`config.mk`:
```
export PLATFORM = sky130hd
export DESIGN_NAME = rqlr_front
export DESIGN_NICKNAME = d
export VERILOG_FILES = /design/src/hdl/rqlr_pkg.sv /design/src/hdl/rqlr_front.sv
export SDC_FILE = /design/constraint.sdc
export NUM_CORES = 1
export LEC_CHECK = 0
export BUFFER_PORTS_ARGS = -buffer_cell sky130_fd_sc_hd__buf_4
export CAP_MARGIN = 0
export CORE_ASPECT_RATIO = 1.2
export CORE_MARGIN = 8
export CORE_UTILIZATION = 50
export DETAILED_ROUTE_END_ITERATION = 8
export PLACE_DENSITY = 0.78
export SLEW_MARGIN = 10
export SYNTH_ARGS = -nofsm -noshare
export SYNTH_HDL_FRONTEND = slang
export SYNTH_SLANG_ARGS = --single-unit
export TNS_END_PERCENT = 10
```
`constraint.sdc`:
```
create_clock -name clock -period 11.35 [get_ports clock]
set_clock_uncertainty 0.05 [all_clocks]
set_input_delay 1.7025 -clock clock [delete_from_list [all_inputs] [get_ports clock]]
set_output_delay 1.7025 -clock clock [all_outputs]
set_load 0.03 [all_outputs]
```
`src/hdl/rqlr_pkg.sv`:
```
// Shared types, constants and codes for the requantise / leaky ReLU block.
// No dependencies; used by every module under hdl.
package rqlr_pkg;

   localparam int MAX_CHANNEL_COUNT = 512;  // power of two
   localparam int LANE_COUNT        = 16;

   localparam int DATA_W    = 32;
   localparam int SHIFT_W   = 6;
   localparam int OUT_W     = 8;
   localparam int TCH_W     = 9;
   localparam int CFG_W     = 10;
   localparam int CSR_IDX_W = 2;
   localparam int SUM_W     = CFG_W + 1;
   localparam int TAB_IDX_W = $clog2(MAX_CHANNEL_COUNT);
   localparam int LANE_W    = (LANE_COUNT > 1) ? $clog2(LANE_COUNT) : 1;
   localparam int STEP_W    = $clog2(SUM_W);
   localparam int DVS_W     = SUM_W + CFG_W;

   localparam int MQ_DEPTH  = 4;
   localparam int MQ_PTR_W  = $clog2(MQ_DEPTH);
   localparam int OQ_DEPTH  = 8;
   localparam int OQ_PTR_W  = $clog2(OQ_DEPTH);
   localparam int OQ_CNT_W  = OQ_PTR_W + 2;

   localparam logic [CSR_IDX_W-1:0] CSR_CHANNEL_COUNT   = 2'd0;
   localparam logic [CSR_IDX_W-1:0] CSR_RESIDUAL_ENABLE = 2'd1;
   localparam logic [CSR_IDX_W-1:0] CSR_CHANNEL_LIMIT   = 2'd2;

   localparam logic KIND_DATA  = 1'b0;
   localparam logic KIND_TABLE = 1'b1;

   localparam logic [CFG_W-1:0] CHANNEL_COUNT_RESET = 10'd1;
   localparam logic [CFG_W-1:0] CHANNEL_LIMIT_RESET = 10'd512;

   localparam logic signed [DATA_W-1:0] SAT_HI = 32'sd127;
   localparam logic signed [DATA_W-1:0] SAT_LO = -32'sd128;
   localparam logic signed [11:0] LEAK_MUL = 12'sd13;
   localparam int LEAK_SHIFT = 7;

   typedef enum logic [1:0] {
      FE_IDLE,
      FE_DIVIDE,
      FE_PUSH
   } fe_state_type;

   // data: value = conv (+ residual); table write: value = bias
   typedef struct packed {
      logic                 kind;
      logic                 last;
      logic                 zero;
      logic [TAB_IDX_W-1:0] idx;
      logic [DATA_W-1:0]    value;
      logic [DATA_W-1:0]    mult;
      logic [SHIFT_W-1:0]   shift;
   } mid_entry_type;

   typedef struct packed {
      logic [DATA_W-1:0]  bias;
      logic [DATA_W-1:0]  mult;
      logic [SHIFT_W-1:0] shift;
   } tab_entry_type;

   typedef struct packed {
      logic [OUT_W-1:0] value;
      logic             last;
   } out_entry_type;

endpackage

```
`src/hdl/rqlr_front.sv`:
```
// Front end: configuration registers, lane/channel tracking, residual add.
// Classifies each transaction and queues it for the back end. Depends on rqlr_pkg.
module rqlr_front
   import rqlr_pkg::*;
(
   input  logic                 clock,
   input  logic                 reset,
   input  logic                 valid,
   output logic                 ready,
   input  logic [CSR_IDX_W-1:0] csr_index,
   input  logic [CFG_W-1:0]     csr_data,
   input  logic                 push,
   output logic                 full,
   input  logic                 req_kind,
   input  logic [DATA_W-1:0]    req_conv_value,
   input  logic [DATA_W-1:0]    req_residual_value,
   input  logic                 req_in_last,
   input  logic [TCH_W-1:0]     req_table_channel,
   input  logic [DATA_W-1:0]    req_table_bias,
   input  logic [DATA_W-1:0]    req_table_multiplier,
   input  logic [SHIFT_W-1:0]   req_table_shift,
   output logic                 mq_push,
   output mid_entry_type        mq_data,
   input  logic                 mq_full
);

   logic [CFG_W-1:0]  count_ff;
   logic              res_en_ff;
   logic [CFG_W-1:0]  limit_ff;
   logic [CFG_W-1:0]  vbase_ff, vbase_in;
   logic [LANE_W-1:0] lane_ff, lane_in;
   fe_state_type      state_ff, state_in;
   mid_entry_type     hold_ff, hold_in;
   logic [SUM_W-1:0]  rem_ff, rem_in;
   logic [STEP_W-1:0] step_ff, step_in;

   logic [CFG_W-1:0]  count_eff;
   logic [SUM_W-1:0]  sum;
   logic [SUM_W-1:0]  count_x1;
   logic [SUM_W-1:0]  count_x2;
   logic [SUM_W-1:0]  vb_next;
   logic [SUM_W-1:0]  ch_fast;
   logic [DVS_W-1:0]  dvs;
   logic [DATA_W-1:0] acc;
   logic              accept;
   mid_entry_type     data_ent;
   mid_entry_type     tab_ent;

   assign ready = 1'b1;

   always_ff @(posedge clock) begin
      if (reset) begin
         count_ff  <= CHANNEL_COUNT_RESET;
         res_en_ff <= 1'b0;
         limit_ff  <= CHANNEL_LIMIT_RESET;
      end else if (valid) begin
         case (csr_index)
            CSR_CHANNEL_COUNT:   count_ff  <= csr_data;
            CSR_RESIDUAL_ENABLE: res_en_ff <= csr_data[0];
            CSR_CHANNEL_LIMIT:   limit_ff  <= csr_data;
            default: ;
         endcase
      end
   end

   assign count_eff = (count_ff == '0) ? CFG_W'(1) : count_ff;
   assign count_x1  = {1'b0, count_eff};
   assign count_x2  = {count_eff, 1'b0};
   assign sum       = {1'b0, vbase_ff} + SUM_W'(lane_ff);
   assign vb_next   = {1'b0, vbase_ff} + SUM_W'(LANE_COUNT);
   assign acc       = req_conv_value + (res_en_ff ? req_residual_value : '0);
   assign dvs       = DVS_W'(count_eff) << step_ff;

   always_comb begin
      if (sum < count_x1) begin
         ch_fast = sum;
      end else begin
         ch_fast = sum - count_x1;
      end
   end

   always_comb begin
      data_ent       = '0;
      data_ent.kind  = KIND_DATA;
      data_ent.last  = req_in_last;
      data_ent.value = acc;
      data_ent.idx   = TAB_IDX_W'(ch_fast[CFG_W-1:0]);
      data_ent.zero  = (ch_fast[CFG_W-1:0] >= limit_ff);

      tab_ent       = '0;
      tab_ent.kind  = KIND_TABLE;
      tab_ent.idx   = TAB_IDX_W'(req_table_channel);
      tab_ent.value = req_table_bias;
      tab_ent.mult  = req_table_multiplier;
      tab_ent.shift = req_table_shift;
   end

   always_comb begin
      state_in = state_ff;
      vbase_in = vbase_ff;
      lane_in  = lane_ff;
      hold_in  = hold_ff;
      rem_in   = rem_ff;
      step_in  = step_ff;
      mq_push  = 1'b0;
      mq_data  = data_ent;
      full     = 1'b1;
      accept   = 1'b0;
      case (state_ff)
         FE_IDLE: begin
            full   = mq_full;
            accept = push && !mq_full;
            if (accept) begin
               if (req_kind == KIND_TABLE) begin
                  mq_push = 1'b1;
                  mq_data = tab_ent;
               end else begin
                  if (req_in_last) begin
                     vbase_in = '0;
                     lane_in  = '0;
                  end else if (lane_ff == LANE_W'(LANE_COUNT - 1)) begin
                     lane_in  = '0;
                     vbase_in = (vb_next >= count_x1) ? '0 : vb_next[CFG_W-1:0];
                  end else begin
                     lane_in = lane_ff + 1'b1;
                  end
                  if (sum < count_x2) begin
                     mq_push = 1'b1;
                  end else begin
                     hold_in  = data_ent;
                     rem_in   = sum;
                     step_in  = STEP_W'(SUM_W - 1);
                     state_in = FE_DIVIDE;
                  end
               end
            end
         end
         FE_DIVIDE: begin
            if (DVS_W'(rem_ff) >= dvs) begin
               rem_in = rem_ff - dvs[SUM_W-1:0];
            end
            if (step_ff == '0) begin
               state_in = FE_PUSH;
            end else begin
               step_in = step_ff - 1'b1;
            end
         end
         FE_PUSH: begin
            mq_data      = hold_ff;
            mq_data.idx  = TAB_IDX_W'(rem_ff[CFG_W-1:0]);
            mq_data.zero = (rem_ff[CFG_W-1:0] >= limit_ff);
            if (!mq_full) begin
               mq_push  = 1'b1;
               state_in = FE_IDLE;
            end
         end
         default: begin
            state_in = FE_IDLE;
         end
      endcase
   end

   always_ff @(posedge clock) begin
      if (reset) begin
         state_ff <= FE_IDLE;
         vbase_ff <= '0;
         lane_ff  <= '0;
      end else begin
         state_ff <= state_in;
         vbase_ff <= vbase_in;
         lane_ff  <= lane_in;
      end
   end

   always_ff @(posedge clock) begin
      hold_ff <= hold_in;
      rem_ff  <= rem_in;
      step_ff <= step_in;
   end

endmodule

```
==> reports/metrics.yaml <==
place_congestion: 0.920
clkTransAtPathRegs_ns: 0.06
numCtsBuffers: 9
clock.fmax_mhz: 138
synth_flop_cell: "edfxtp_1"
overflow: 0
clock_sinks: 81
io_pins: 247
synth_cell_type_count: 76
slew_headroom: 0.212
critPathArrivalTime_ns: 5.49
core_sq_um: 16100
crit_path_top_delay_cell: "o31ai_4"
detailed_place_hpwl_microns: 22300
ant_nets: 0
stdcell_area_sq_um: 10400
fp-row-count: 51
synth-edff-count: 48
setup_viol: 0
die_h_microns: 156
synth_area_per_cell_sq_um: 8.29
initial_core_util: 0.508
cts_setup_buffers: 0
cts-root-buf: "clkbuf_16"
synth_nets: 1237
critPathMaxFanout: 8
drt_iter0_markers: 664
crit_path_end_kind: "primary output"
area_growth_pct: 27.0
synthesis.area_sq_um: 8160
maxSlewViolCount: 0
path_buf_inv: 2
die_x_microns: 133
whs_ns: 0.454
synth_cells: 984
wirelength_microns: 28200
n_fill_cell: 1434
rsz0062_at_grt: "no"
outcome: "finished, final reports clean"
synth_seq_cells: 81
htreeDepth: 3
p_leak_nw: 5.04
dpl_cell_area_sq_um: 10100
diodes: 0
cts_tree: "done"
synthArstFlopShare: 0
tns_ns: 0
period_minus_slack_ns: 7.24
clockBufferDepth: 2
postCtsHoldBufs: 0
drive_above_1_share: 0.247
tightest_slew_ns: 1.18
crit_path_max_incr_delay_ns: 0.52
postCtsResizedCells: 0
required_ns: 9.60
grtUsageTotal: 0.262
num_vias: 8195
final_core_util: 0.645
fin_crit_sh: 0.638
cp_common_cell: "a21o_1"
antenna_found_initial: 0
path_cells: "nor4_1, a31oi_1, inv_1, ha_1, nor2b_1, o21ai_2, a21boi_1, o21a_1, a2111oi_4, nor2_2, o31ai_4, mux2_2, ha_1, nand2b_1, a21o_1, a21o_1, a21o_1, a21o_1, a2111oi_0, o22ai_1, a21oi_1, o21ai_1, buf_4"
worstHoldPathType: "flip-flop to flip-flop"
path_delay_family: "compound AO/OA/AOI/OAI gates"
critPathKind: "flip-flop to primary output"
grt_max_degree: 45
routed_via_density: 5.84
clock_latency_ns: 0.35
drc: 0
critPathLaunchType: "flip-flop"
dieArea_sq_um: 20700
dr.pass1.iters: 5
portBuffers: 245
yosysWarnings: 0
p_per_area_nw_per_um2: 84.9
max-cap-violations: 0
hold_viol: 0
vdd_drop_max_mv: 0.0832
grt_pass1_vias: 8209
wl_per_cell_microns: 20.1
seq_area_frac_synth: 0.258
nets: 1439
grt_pass1_wl_microns: 43600
-- worst reg2reg max path, delay by kind of cell, from the launching register on --
kind            cells  cell delay, ns
simple gates        3            0.90
flops               1            0.34
fa+ha+maj           1            0.37
compound gates      9            2.43
-- registers in the layout (all words and copies together) (netlist names) --
| register | count |
|---|---|
| count_ff | 10 |
| hold_ff | 33 |
| lane_ff | 4 |
| limit_ff | 10 |
| rem_ff | 11 |
| res_en_ff | 1 |
| state_ff | 2 |
| step_ff | 4 |
| vbase_ff | 6 |
-- power breakdown --
part           total (mW)  switching (mW)  internal, mW
Combinational       0.276           0.152         0.123
Sequential          0.327         0.00699         0.320
Clock               0.277           0.125         0.152
Total               0.880           0.284         0.595
-- cell usage after synthesis, drive strengths merged, types with 10 or more instances --
| cell | n | area share |
|---|---|---|
| nor2 | 74 | 0.034 |
| nand2 | 71 | 0.033 |
| xnor2 | 35 | 0.038 |
| a21oi | 89 | 0.055 |
| o21bai | 12 | 0.012 |
| nor3 | 14 | 0.0086 |
| a22o | 14 | 0.015 |
| edfxtp | 48 | 0.18 |
| and2 | 32 | 0.025 |
| o21ai | 59 | 0.037 |
| a21o | 38 | 0.035 |
| inv | 46 | 0.021 |
| mux2i | 23 | 0.028 |
| clkbuf | 57 | 0.026 |
| and3 | 66 | 0.051 |
| nand2b | 13 | 0.010 |
| ha | 88 | 0.13 |
| dfxtp | 33 | 0.081 |
| nor2b | 10 | 0.0077 |
| o21a | 13 | 0.012 |
| xor2 | 15 | 0.016 |
-- routing by layer --
metal  wire (microns)  global-route usage  share of wire  vias up
met4              845               0.107          0.030        0
met3             1790              0.0509          0.063       56
met1            11600               0.314           0.41     3854
li1                 -                   -              -     3986
met5                0                   0              0        -
met2            13900               0.453           0.49      299
-- area by class of cell --
type	instances	area, sq um	area share
Inverter	47	176	0.0170
Sequential cell	81	2100	0.203
Timing Repair Buffer	251	1880	0.182
Tap cell	212	265	0.0256
Clock buffer	12	246	0.0238
Multi-Input combinational cell	796	5670	0.547
Clock inverter	4	18.8	0.00181
-- logic make-up (layout without fill, tap and decap cells) --
logic type,count (synthesis),count (layout),share of synthesized area
XOR/XNOR,50,50,0.0537
multiplexers,34,34,0.0503
adder cells (fa/ha/maj),92,92,0.143
flip-flops,81,81,0.258
other,2,2,0.000920
buffers and inverters,107,314,0.0498
AND/OR/NAND/NOR,318,318,0.198
AO/OA/AOI/OAI,300,300,0.247
-- through the flow --
step	instances	setup slack, ns	power (mW)
2_1_floorplan	984	5.07	0.494
3_3_place_gp	1387	4.68	0.603
3_5_place_dp	1387	4.57	0.606
4_1_cts	1403	4.16	0.880
5_1_grt	1403	3.69	0.909
6_report	1403	4.11	0.880
-- worst paths after layout --
path	startpoint	end	slack [ns]	depth (start not counted)
worst min register to register	limit_ff[4]$_SDFFE_PP0P_	limit_ff[4]$_SDFFE_PP0P_	0.45	2
worst min-delay path	limit_ff[4]$_SDFFE_PP0P_	limit_ff[4]$_SDFFE_PP0P_	0.45	2
worst max register to register	count_ff[6]$_SDFFE_PP0P_	rem_ff[0]$_DFFE_PP_	6.86	13
worst max-delay path	count_ff[6]$_SDFFE_PP0P_	mq_data[79]	4.11	23
-- cells in the final DEF (no fill, tap or decap), types with 33 or more instances in the layout --
cell / count
buf_4: 251
a21oi_1: 88
ha_1: 88
nor2_1: 71
nand2_1: 71
and3_1: 66
edfxtp_1: 48
inv_1: 45
o21ai_0: 45
a21o_1: 38
xnor2_1: 35
dfxtp_1: 33
(Power assumes the default switching activity.)
