[src/hdl/rqlr_pkg.sv]
// Shared types, constants and codes for the requantise / leaky ReLU block.
// No dependencies; used by every module under hdl.
package rqlr_pkg;

   localparam int MAX_CHANNEL_COUNT = 512;  // power of two
   localparam int LANE_COUNT        = 16;

   localparam int DATA_W    = 32;
   localparam int SHIFT_W   = 6;
   localparam int OUT_W     = 8;
   localparam int TCH_W     = 9;
   localparam int CFG_W     = 10;
   localparam int CSR_IDX_W = 2;
   localparam int SUM_W     = CFG_W + 1;
   localparam int TAB_IDX_W = $clog2(MAX_CHANNEL_COUNT);
   localparam int LANE_W    = (LANE_COUNT > 1) ? $clog2(LANE_COUNT) : 1;
   localparam int STEP_W    = $clog2(SUM_W);
   localparam int DVS_W     = SUM_W + CFG_W;

   localparam int MQ_DEPTH  = 4;
   localparam int MQ_PTR_W  = $clog2(MQ_DEPTH);
   localparam int OQ_DEPTH  = 8;
   localparam int OQ_PTR_W  = $clog2(OQ_DEPTH);
   localparam int OQ_CNT_W  = OQ_PTR_W + 2;

   localparam logic [CSR_IDX_W-1:0] CSR_CHANNEL_COUNT   = 2'd0;
   localparam logic [CSR_IDX_W-1:0] CSR_RESIDUAL_ENABLE = 2'd1;
   localparam logic [CSR_IDX_W-1:0] CSR_CHANNEL_LIMIT   = 2'd2;

   localparam logic KIND_DATA  = 1'b0;
   localparam logic KIND_TABLE = 1'b1;

   localparam logic [CFG_W-1:0] CHANNEL_COUNT_RESET = 10'd1;
   localparam logic [CFG_W-1:0] CHANNEL_LIMIT_RESET = 10'd512;

   localparam logic signed [DATA_W-1:0] SAT_HI = 32'sd127;
   localparam logic signed [DATA_W-1:0] SAT_LO = -32'sd128;
   localparam logic signed [11:0] LEAK_MUL = 12'sd13;
   localparam int LEAK_SHIFT = 7;

   typedef enum logic [1:0] {
      FE_IDLE,
      FE_DIVIDE,
      FE_PUSH
   } fe_state_type;

   // data: value = conv (+ residual); table write: value = bias
   typedef struct packed {
      logic                 kind;
      logic                 last;
      logic                 zero;
      logic [TAB_IDX_W-1:0] idx;
      logic [DATA_W-1:0]    value;
      logic [DATA_W-1:0]    mult;
      logic [SHIFT_W-1:0]   shift;
   } mid_entry_type;

   typedef struct packed {
      logic [DATA_W-1:0]  bias;
      logic [DATA_W-1:0]  mult;
      logic [SHIFT_W-1:0] shift;
   } tab_entry_type;

   typedef struct packed {
      logic [OUT_W-1:0] value;
      logic             last;
   } out_entry_type;

endpackage

[src/hdl/rqlr_mid_queue.sv]
// Short queue between the front and back ends of the requantise block.
// Depends on rqlr_pkg.
module rqlr_mid_queue
   import rqlr_pkg::*;
(
   input  logic          clock,
   input  logic          reset,
   input  logic          push_en,
   input  mid_entry_type push_data,
   output logic          q_full,
   input  logic          pop_en,
   output mid_entry_type head,
   output logic          q_empty
);

   mid_entry_type         mem_ff [MQ_DEPTH];
   logic [MQ_PTR_W:0]     wr_ff, wr_in;
   logic [MQ_PTR_W:0]     rd_ff, rd_in;

   assign q_empty = (wr_ff == rd_ff);
   assign q_full  = (wr_ff[MQ_PTR_W-1:0] == rd_ff[MQ_PTR_W-1:0]) &&
                    (wr_ff[MQ_PTR_W] != rd_ff[MQ_PTR_W]);
   assign head    = mem_ff[rd_ff[MQ_PTR_W-1:0]];

   always_comb begin
      wr_in = wr_ff;
      rd_in = rd_ff;
      if (push_en && !q_full) begin
         wr_in = wr_ff + 1'b1;
      end
      if (pop_en && !q_empty) begin
         rd_in = rd_ff + 1'b1;
      end
   end

   always_ff @(posedge clock) begin
      if (reset) begin
         wr_ff <= '0;
         rd_ff <= '0;
      end else begin
         wr_ff <= wr_in;
         rd_ff <= rd_in;
      end
   end

   always_ff @(posedge clock) begin
      if (push_en && !q_full) begin
         mem_ff[wr_ff[MQ_PTR_W-1:0]] <= push_data;
      end
   end

endmodule

[config.mk]
export PLATFORM = sky130hd
export DESIGN_NAME = rqlr_mid_queue
export DESIGN_NICKNAME = d
export VERILOG_FILES = /design/src/hdl/rqlr_pkg.sv /design/src/hdl/rqlr_mid_queue.sv
export SDC_FILE = /design/constraint.sdc
export NUM_CORES = 1
export LEC_CHECK = 0
export BUFFER_PORTS_ARGS = -buffer_cell sky130_fd_sc_hd__clkbuf_2
export CAP_MARGIN = 20
export CORE_ASPECT_RATIO = 1.5
export CORE_MARGIN = 3
export CORE_UTILIZATION = 51
export CTS_CLUSTER_DIAMETER = 150
export DETAILED_ROUTE_END_ITERATION = 8
export PLACE_DENSITY = 0.75
export REMOVE_ABC_BUFFERS = 1
export SYNTH_ARGS = -nofsm -noshare
export SYNTH_HDL_FRONTEND = slang
export SYNTH_SLANG_ARGS = --single-unit
[constraint.sdc]
create_clock -name clock -period 5.55 [get_ports clock]
set_input_delay 0.555 -clock clock [delete_from_list [all_inputs] [get_ports clock]]
set_output_delay 0.555 -clock clock [all_outputs]
set_load 0.005 [all_outputs]
==> results of run 1 <==
## registers in the layout, summed over array words and instances (netlist names), named ones only
name,count
wr_ff,3
mem_ff,328
rd_ff,3
## power by group through the flow
stage | registers, mW | logic [mW] | clock network (mW)
after floorplan | 3.54 | 0.956 | 0
after global placement | 3.49 | 1.60 | 0
after detailed placement | 3.52 | 1.64 | 0
after CTS | 3.47 | 1.65 | 2.41
after global routing | 3.51 | 1.74 | 2.51
final | 3.45 | 1.60 | 2.36
## metal layers
metal | wire (µm) | global-route usage | up-vias
met5 | 13 | 0 | -
met4 | 943 | 0.0755 | 2
met3 | 1160 | 0.0319 | 63
met2 | 12800 | 0.328 | 179
met1 | 8080 | 0.205 | 2966
li1 | - | - | 2517
## cell usage after synthesis (all sizes together) (4+ instances only)
cell type	instances	share of area
o211ai	5	0.0030
nand2	5	0.0015
edfxtp	328	0.80
buf	18	0.0093
mux4	82	0.15
inv	4	0.0012
ha	5	0.0051
o21ai	4	0.0016
dfxtp	8	0.013
a31oi	4	0.0020
nor3b	4	0.0024
## per-stage QoR
stage / area (µm²) / hold WS, ns / power [mW] / std cells
floorplan: 12200 / 0.491 / 4.49 / 475
global placement: 13600 / 0.520 / 5.09 / 971
detailed placement: 13600 / 0.550 / 5.15 / 972
CTS: 14800 / 0.202 / 7.53 / 1028
global route: 14800 / 0.210 / 7.75 / 1029
finish: 14800 / 0.230 / 7.41 / 1030
## critical path: cells and delay by family, from the launching register on
family / cells / cell delay (ns)
muxes: 1 / 0.57
DFF: 1 / 0.95
buffers and inverters: 2 / 0.66
## cell type report
class,count,share of cell area
antenna,2,0.000339
clock buffer,33,0.0530
inverter,4,0.00102
clock inverter,23,0.0258
tap,319,0.0270
timing repair buffer,178,0.0627
multi-input combinational,135,0.152
sequential,336,0.678
## how the worst max path moves through the flow
stage,to,startpoint,slack (ns),cells past startpoint
floorplan,mem_ff[3][0],wr_ff[1],-0.17,2
global placement,mem_ff[3][37],push_en,2.69,4
detailed placement,head[53],flop,2.69,3
CTS,head[76],flop,2.10,3
global route,head[60],flop,1.97,3
finish,head[76],flop,2.25,3
## cell families after synthesis
| kind of cell | count (synthesis) |
|---|---|
| and+or+nand+nor | 23 |
| buffers and inverters | 25 |
| AOI/OAI and AO/OA | 19 |
| xor gates and xnor gates | 6 |
| adders and majority gates | 5 |
| muxes | 82 |
| DFF | 336 |
==> results.json, run 1 <==
{
  "cts_hold_repair.buffers": 0,
  "hold-path-cell-count": 1,
  "cellPowerDensity_nw_per_um2": 502,
  "worstMarginPinSlew_ns": 0.922,
  "final_util": 0.620,
  "via_per_inst": 5.56,
  "worstPathArrival_ns": 2.74,
  "initial_core_util": 0.520,
  "power_switching_mw": 1.88,
  "clk_path_buf_depth": 3,
  "cp_cell_sequence": "buf_4 > mux4_2 > clkbuf_2",
  "worstSkewPairLatency_ns": 0.54,
  "cts_repair_resize_count": 0,
  "pwr-share-clk": 0.318,
  "synth_area_per_cell_um2": 25.0,
  "worst_setup_path_start_kind": "flop",
  "detail_route.wl_per_cell_um": 22.3,
  "top_level_ports": 170,
  "post_synth_inst_count": 496,
  "switching_share": 0.253,
  "clk_pin_slew_worst_paths_ns": 0.07,
  "delay_of_the_slowest_cell_on_the_worst_path_ns": 0.95,
  "end_kind": "output pin",
  "clkSinkCount": 336,
  "routabilityCongestion": 0.793,
  "ys_seq_area_frac": 0.808,
  "irDropWorstVdd_v": 0.000394,
  "synth_top_family_by_area": "multiplexers",
  "mostFrequentLayoutCell": "sky130_fd_sc_hd__edfxtp_1",
  "fin_crit_ns": 3.30,
  "first_pass_iters": 4,
  "leakage_nw": 4.97,
  "routed_wl_mm": 23.0,
  "cts-root-buf": "sky130_fd_sc_hd__clkbuf_16",
  "floorplan.die.width_um": 133,
  "fin_setup_tns_ns": 0,
  "cap_violations": 0,
  "run_status": "finished clean",
  "route.vias.total": 5727,
  "post-dp-hpwl_mm": 14.3,
  "worstReg2RegEnd": "mem_ff[1][16]",
  "timing.hold.worst.class": "in -> reg",
  "max_slew_margin": 0.385,
  "cts_tree": "done",
  "holdPathEnd": "mem_ff[3][28]",
  "max_clock_freq_mhz": 303,
  "core_footprint_um2": 23800,
  "comb_power_share": 0.216,
  "postSynth.asyncResetShare": 0,
  "layout_worst_path_cycle_share": 0.594,
  "synth_cell_types": 31,
  "track_usage": 0.178,
  "synth_xor_area_frac": 0.00424,
  "number_of_buffers_inserted_during_clock_tree_synthesis": 30,
  "leading_cell_types_in_the_layout_fill_and_taps_excluded": "sky130_fd_sc_hd__edfxtp_1 (328), sky130_fd_sc_hd__clkbuf_2 (169), sky130_fd_sc_hd__mux4_2 (82)",
  "num-nets-final": 776,
  "setup_violation_total_in_the_final_timing_report": 0,
  "antenna_violating_nets_post_route": 0,
  "initial_antenna_violation_count": 2,
  "seq_area_um2": 10000,
  "placement.io_buffers": 169,
  "skew_ns": 0.0131,
  "finalHoldViolCount": 0,
  "grt_setup_unrepaired": "no",
  "ys_seq_elements": 336,
  "synth.mux.area_fraction": 0.149,
  "rr_startpoint": "wr_ff[0]",
  "cts_htree_levels": 1,
  "synth-compound-area-share": 0.0104,
  "worst-r2r-cell-count": 4,
  "multi_input_area_um2": 2240,
  "critPathSlowestCell": "sky130_fd_sc_hd__dfxtp_4",
  "p_int_mw": 5.53,
  "syn2layout_area_growth_pct": 19.2,
  "drive_gt1_frac": 0.450,
  "dominant_register_cell_in_the_synthesized_netlist": "sky130_fd_sc_hd__edfxtp_1",
  "timing.critical_path.fanout_max": 45,
  "gr-total-overflow": 0,
  "worst-endpoint-required_ns": 4.99,
  "floorplan.die.height_um": 197,
  "nFillCells": 1665,
  "yosys.area_share.adder": 0.00505,
  "hold_path_start": "push_data[28]",
  "flop_pwr_share": 0.466,
  "postCtsSetupRepairBufs": 0,
  "wire_length_of_the_first_global_routing_pass_mm": 36.2,
  "synth_enable_flop_cells": 328,
  "first_global_vias": 6415,
  "dp_slack_ns": 2.69,
  "maximum_number_of_pins_on_one_net_before_global_route_repair": 63,
  "floorplan.die_area_um2": 26200,
  "critical_path_type": "reg -> out",
  "synth.cell_area_um2": 12400,
  "post-route-worst-setup-slack_ns": 2.25,
  "num_rows": 69,
  "simple_gate_portion_of_the_synthesized_area": 0.0105,
  "slew_viol_final": 0,
  "reg2reg_setup_slack_ns": 2.73,
  "drt_drc_violations_left": 0,
  "yosysWarnings": 0,
  "dr.first_iter.drc_count": 366
}
(Power assumes the default switching activity.)
==> run 2: changes to the inputs <==
==> constraint.sdc (replaced) <==
create_clock -name clock -period 2.8 [get_ports clock]
set_input_delay 0.28 -clock clock [delete_from_list [all_inputs] [get_ports clock]]
set_output_delay 0.28 -clock clock [all_outputs]
set_load 0.005 [all_outputs]
==> results.json, run 2 (synthesized netlist as in run 1, its figures left out) <==
{
  "cts-root-buf": "sky130_fd_sc_hd__clkbuf_16",
  "critical_path_type": "reg -> out",
  "hold_path_start": "push_data[47]",
  "syn2layout_area_growth_pct": 25.2,
  "post-dp-hpwl_mm": 15.3,
  "initial_core_util": 0.520,
  "dr.first_iter.drc_count": 399,
  "layout_worst_path_cycle_share": 0.870,
  "leakage_nw": 5.25,
  "run_status": "finished clean",
  "worstSkewPairLatency_ns": 0.53,
  "maximum_number_of_pins_on_one_net_before_global_route_repair": 83,
  "top_level_ports": 170,
  "antenna_violating_nets_post_route": 0,
  "worst_setup_path_start_kind": "flop",
  "track_usage": 0.187,
  "route.vias.total": 6075,
  "floorplan.die.width_um": 133,
  "end_kind": "output pin",
  "clkSinkCount": 336,
  "worst-endpoint-required_ns": 2.52,
  "worstMarginPinSlew_ns": 0.756,
  "clk_pin_slew_worst_paths_ns": 0.06,
  "irDropWorstVdd_v": 0.000572,
  "fin_total_pwr_mw": 14.2,
  "dp_area_um2": 13800,
  "gr-total-overflow": 0,
  "mostFrequentLayoutCell": "sky130_fd_sc_hd__edfxtp_1",
  "finalHoldViolCount": 0,
  "slew_viol_final": 0,
  "routed_wl_mm": 24.4,
  "num-nets-final": 861,
  "cts_htree_levels": 1,
  "dpl.cell_count": 977,
  "skew_ns": 0.0103,
  "reg2reg_setup_slack_ns": 0.45,
  "floorplan.die.height_um": 197,
  "number_of_buffers_inserted_during_clock_tree_synthesis": 29,
  "leading_cell_types_in_the_layout_fill_and_taps_excluded": "sky130_fd_sc_hd__edfxtp_1 (328), sky130_fd_sc_hd__clkbuf_2 (169), sky130_fd_sc_hd__mux4_2 (82)",
  "cts_tree": "done",
  "cellPowerDensity_nw_per_um2": 918,
  "drt_drc_violations_left": 0,
  "core_footprint_um2": 23800,
  "timing.hold.worst.class": "in -> reg",
  "first_pass_iters": 5,
  "setup_violation_total_in_the_final_timing_report": 0,
  "largest_register_ff_count": 328,
  "first_global_vias": 6615,
  "placement.io_buffers": 169,
  "final_cells": 1112,
  "multi_input_area_um2": 2240,
  "nFillCells": 1577,
  "floorplan.die_area_um2": 26200,
  "seq_area_um2": 10000,
  "initial_antenna_violation_count": 2,
  "routabilityCongestion": 0.820,
  "via_per_inst": 5.46,
  "wire_length_of_the_first_global_routing_pass_mm": 38.1,
  "detail_route.wl_per_cell_um": 21.9,
  "drive_gt1_frac": 0.396,
  "worstPathArrival_ns": 2.16,
  "max_clock_freq_mhz": 410,
  "fin_crit_ns": 2.44,
  "fin_area_um2": 15500,
  "rr_startpoint": "wr_ff[1]",
  "num_rows": 69,
  "timing.critical_path.fanout_max": 39,
  "grt_setup_unrepaired": "no",
  "hold_ws_ns": 0.0344,
  "clk_path_buf_depth": 3,
  "max_slew_margin": 0.493,
  "cap_violations": 0,
  "final_util": 0.651
}
-- run 2: cell count changes in the layout (fill, tap and decap cells not counted) --
cell,delta
sky130_fd_sc_hd__buf_12,+9
sky130_fd_sc_hd__buf_4,-4
sky130_fd_sc_hd__bufinv_16,-6
sky130_fd_sc_hd__clkbuf_1,+2
sky130_fd_sc_hd__clkbuf_16,-2
sky130_fd_sc_hd__clkinv_1,+5
sky130_fd_sc_hd__clkinv_2,-1
sky130_fd_sc_hd__clkinv_4,-1
sky130_fd_sc_hd__dlygate4sd3_1,+81
sky130_fd_sc_hd__inv_6,-1
-- run 2: metal layers --
| layer | global-route usage | up-vias | wire (µm) |
|---|---|---|---|
| met5 | 0 | - | 0 |
| met4 | 0.0568 | 0 | 621 |
| met3 | 0.0255 | 48 | 1050 |
| met2 | 0.334 | 196 | 13400 |
| met1 | 0.241 | 3144 | 9280 |
| li1 | - | 2687 | - |
-- run 2: final cells by class --
type / count / share of cell area
flip-flops and latches: 336 / 0.646
multi-input cells: 135 / 0.145
repair buffers: 264 / 0.122
clock buffers: 33 / 0.0478
well taps: 319 / 0.0257
clock inverters: 19 / 0.0128
inverters: 4 / 0.000968
diodes: 2 / 0.000323
-- run 2: what timing repair did --
item | in CTS | in global routing
hold endpoints to repair | 324 | 0
hold buffers | 81 | 0
setup buffers | 0 | 0
gates resized for setup | 0 | 0
-- run 2: critical path: stages (launching register included) --
cell and delay [ns]:
sky130_fd_sc_hd__dfxtp_4 0.76, sky130_fd_sc_hd__buf_4 0.35, sky130_fd_sc_hd__mux4_2 0.36, sky130_fd_sc_hd__clkbuf_2 0.14
-- run 2: power by group --
part	total [mW]	internal, mW	leakage [nW]	switching, mW
clock	3.91	2.26	0.450	1.65
sequential	6.67	6.39	3.08	0.277
combinational	3.65	1.84	1.72	1.82
-- run 2: stage by stage --
stage | TNS, ns | setup slack, ns
floorplan | -482.25 | -2.92
global placement | 0 | 0.599
detailed placement | 0 | 0.479
CTS | 0 | 0.332
global route | 0 | 0.238
finish | 0 | 0.364
-- run 2: worst paths after layout --
path,to,cells after the start
setup / recovery,head[68],3
hold / removal,mem_ff[0][47],1
setup reg to reg,mem_ff[0][6],4
hold reg to reg,wr_ff[2],2
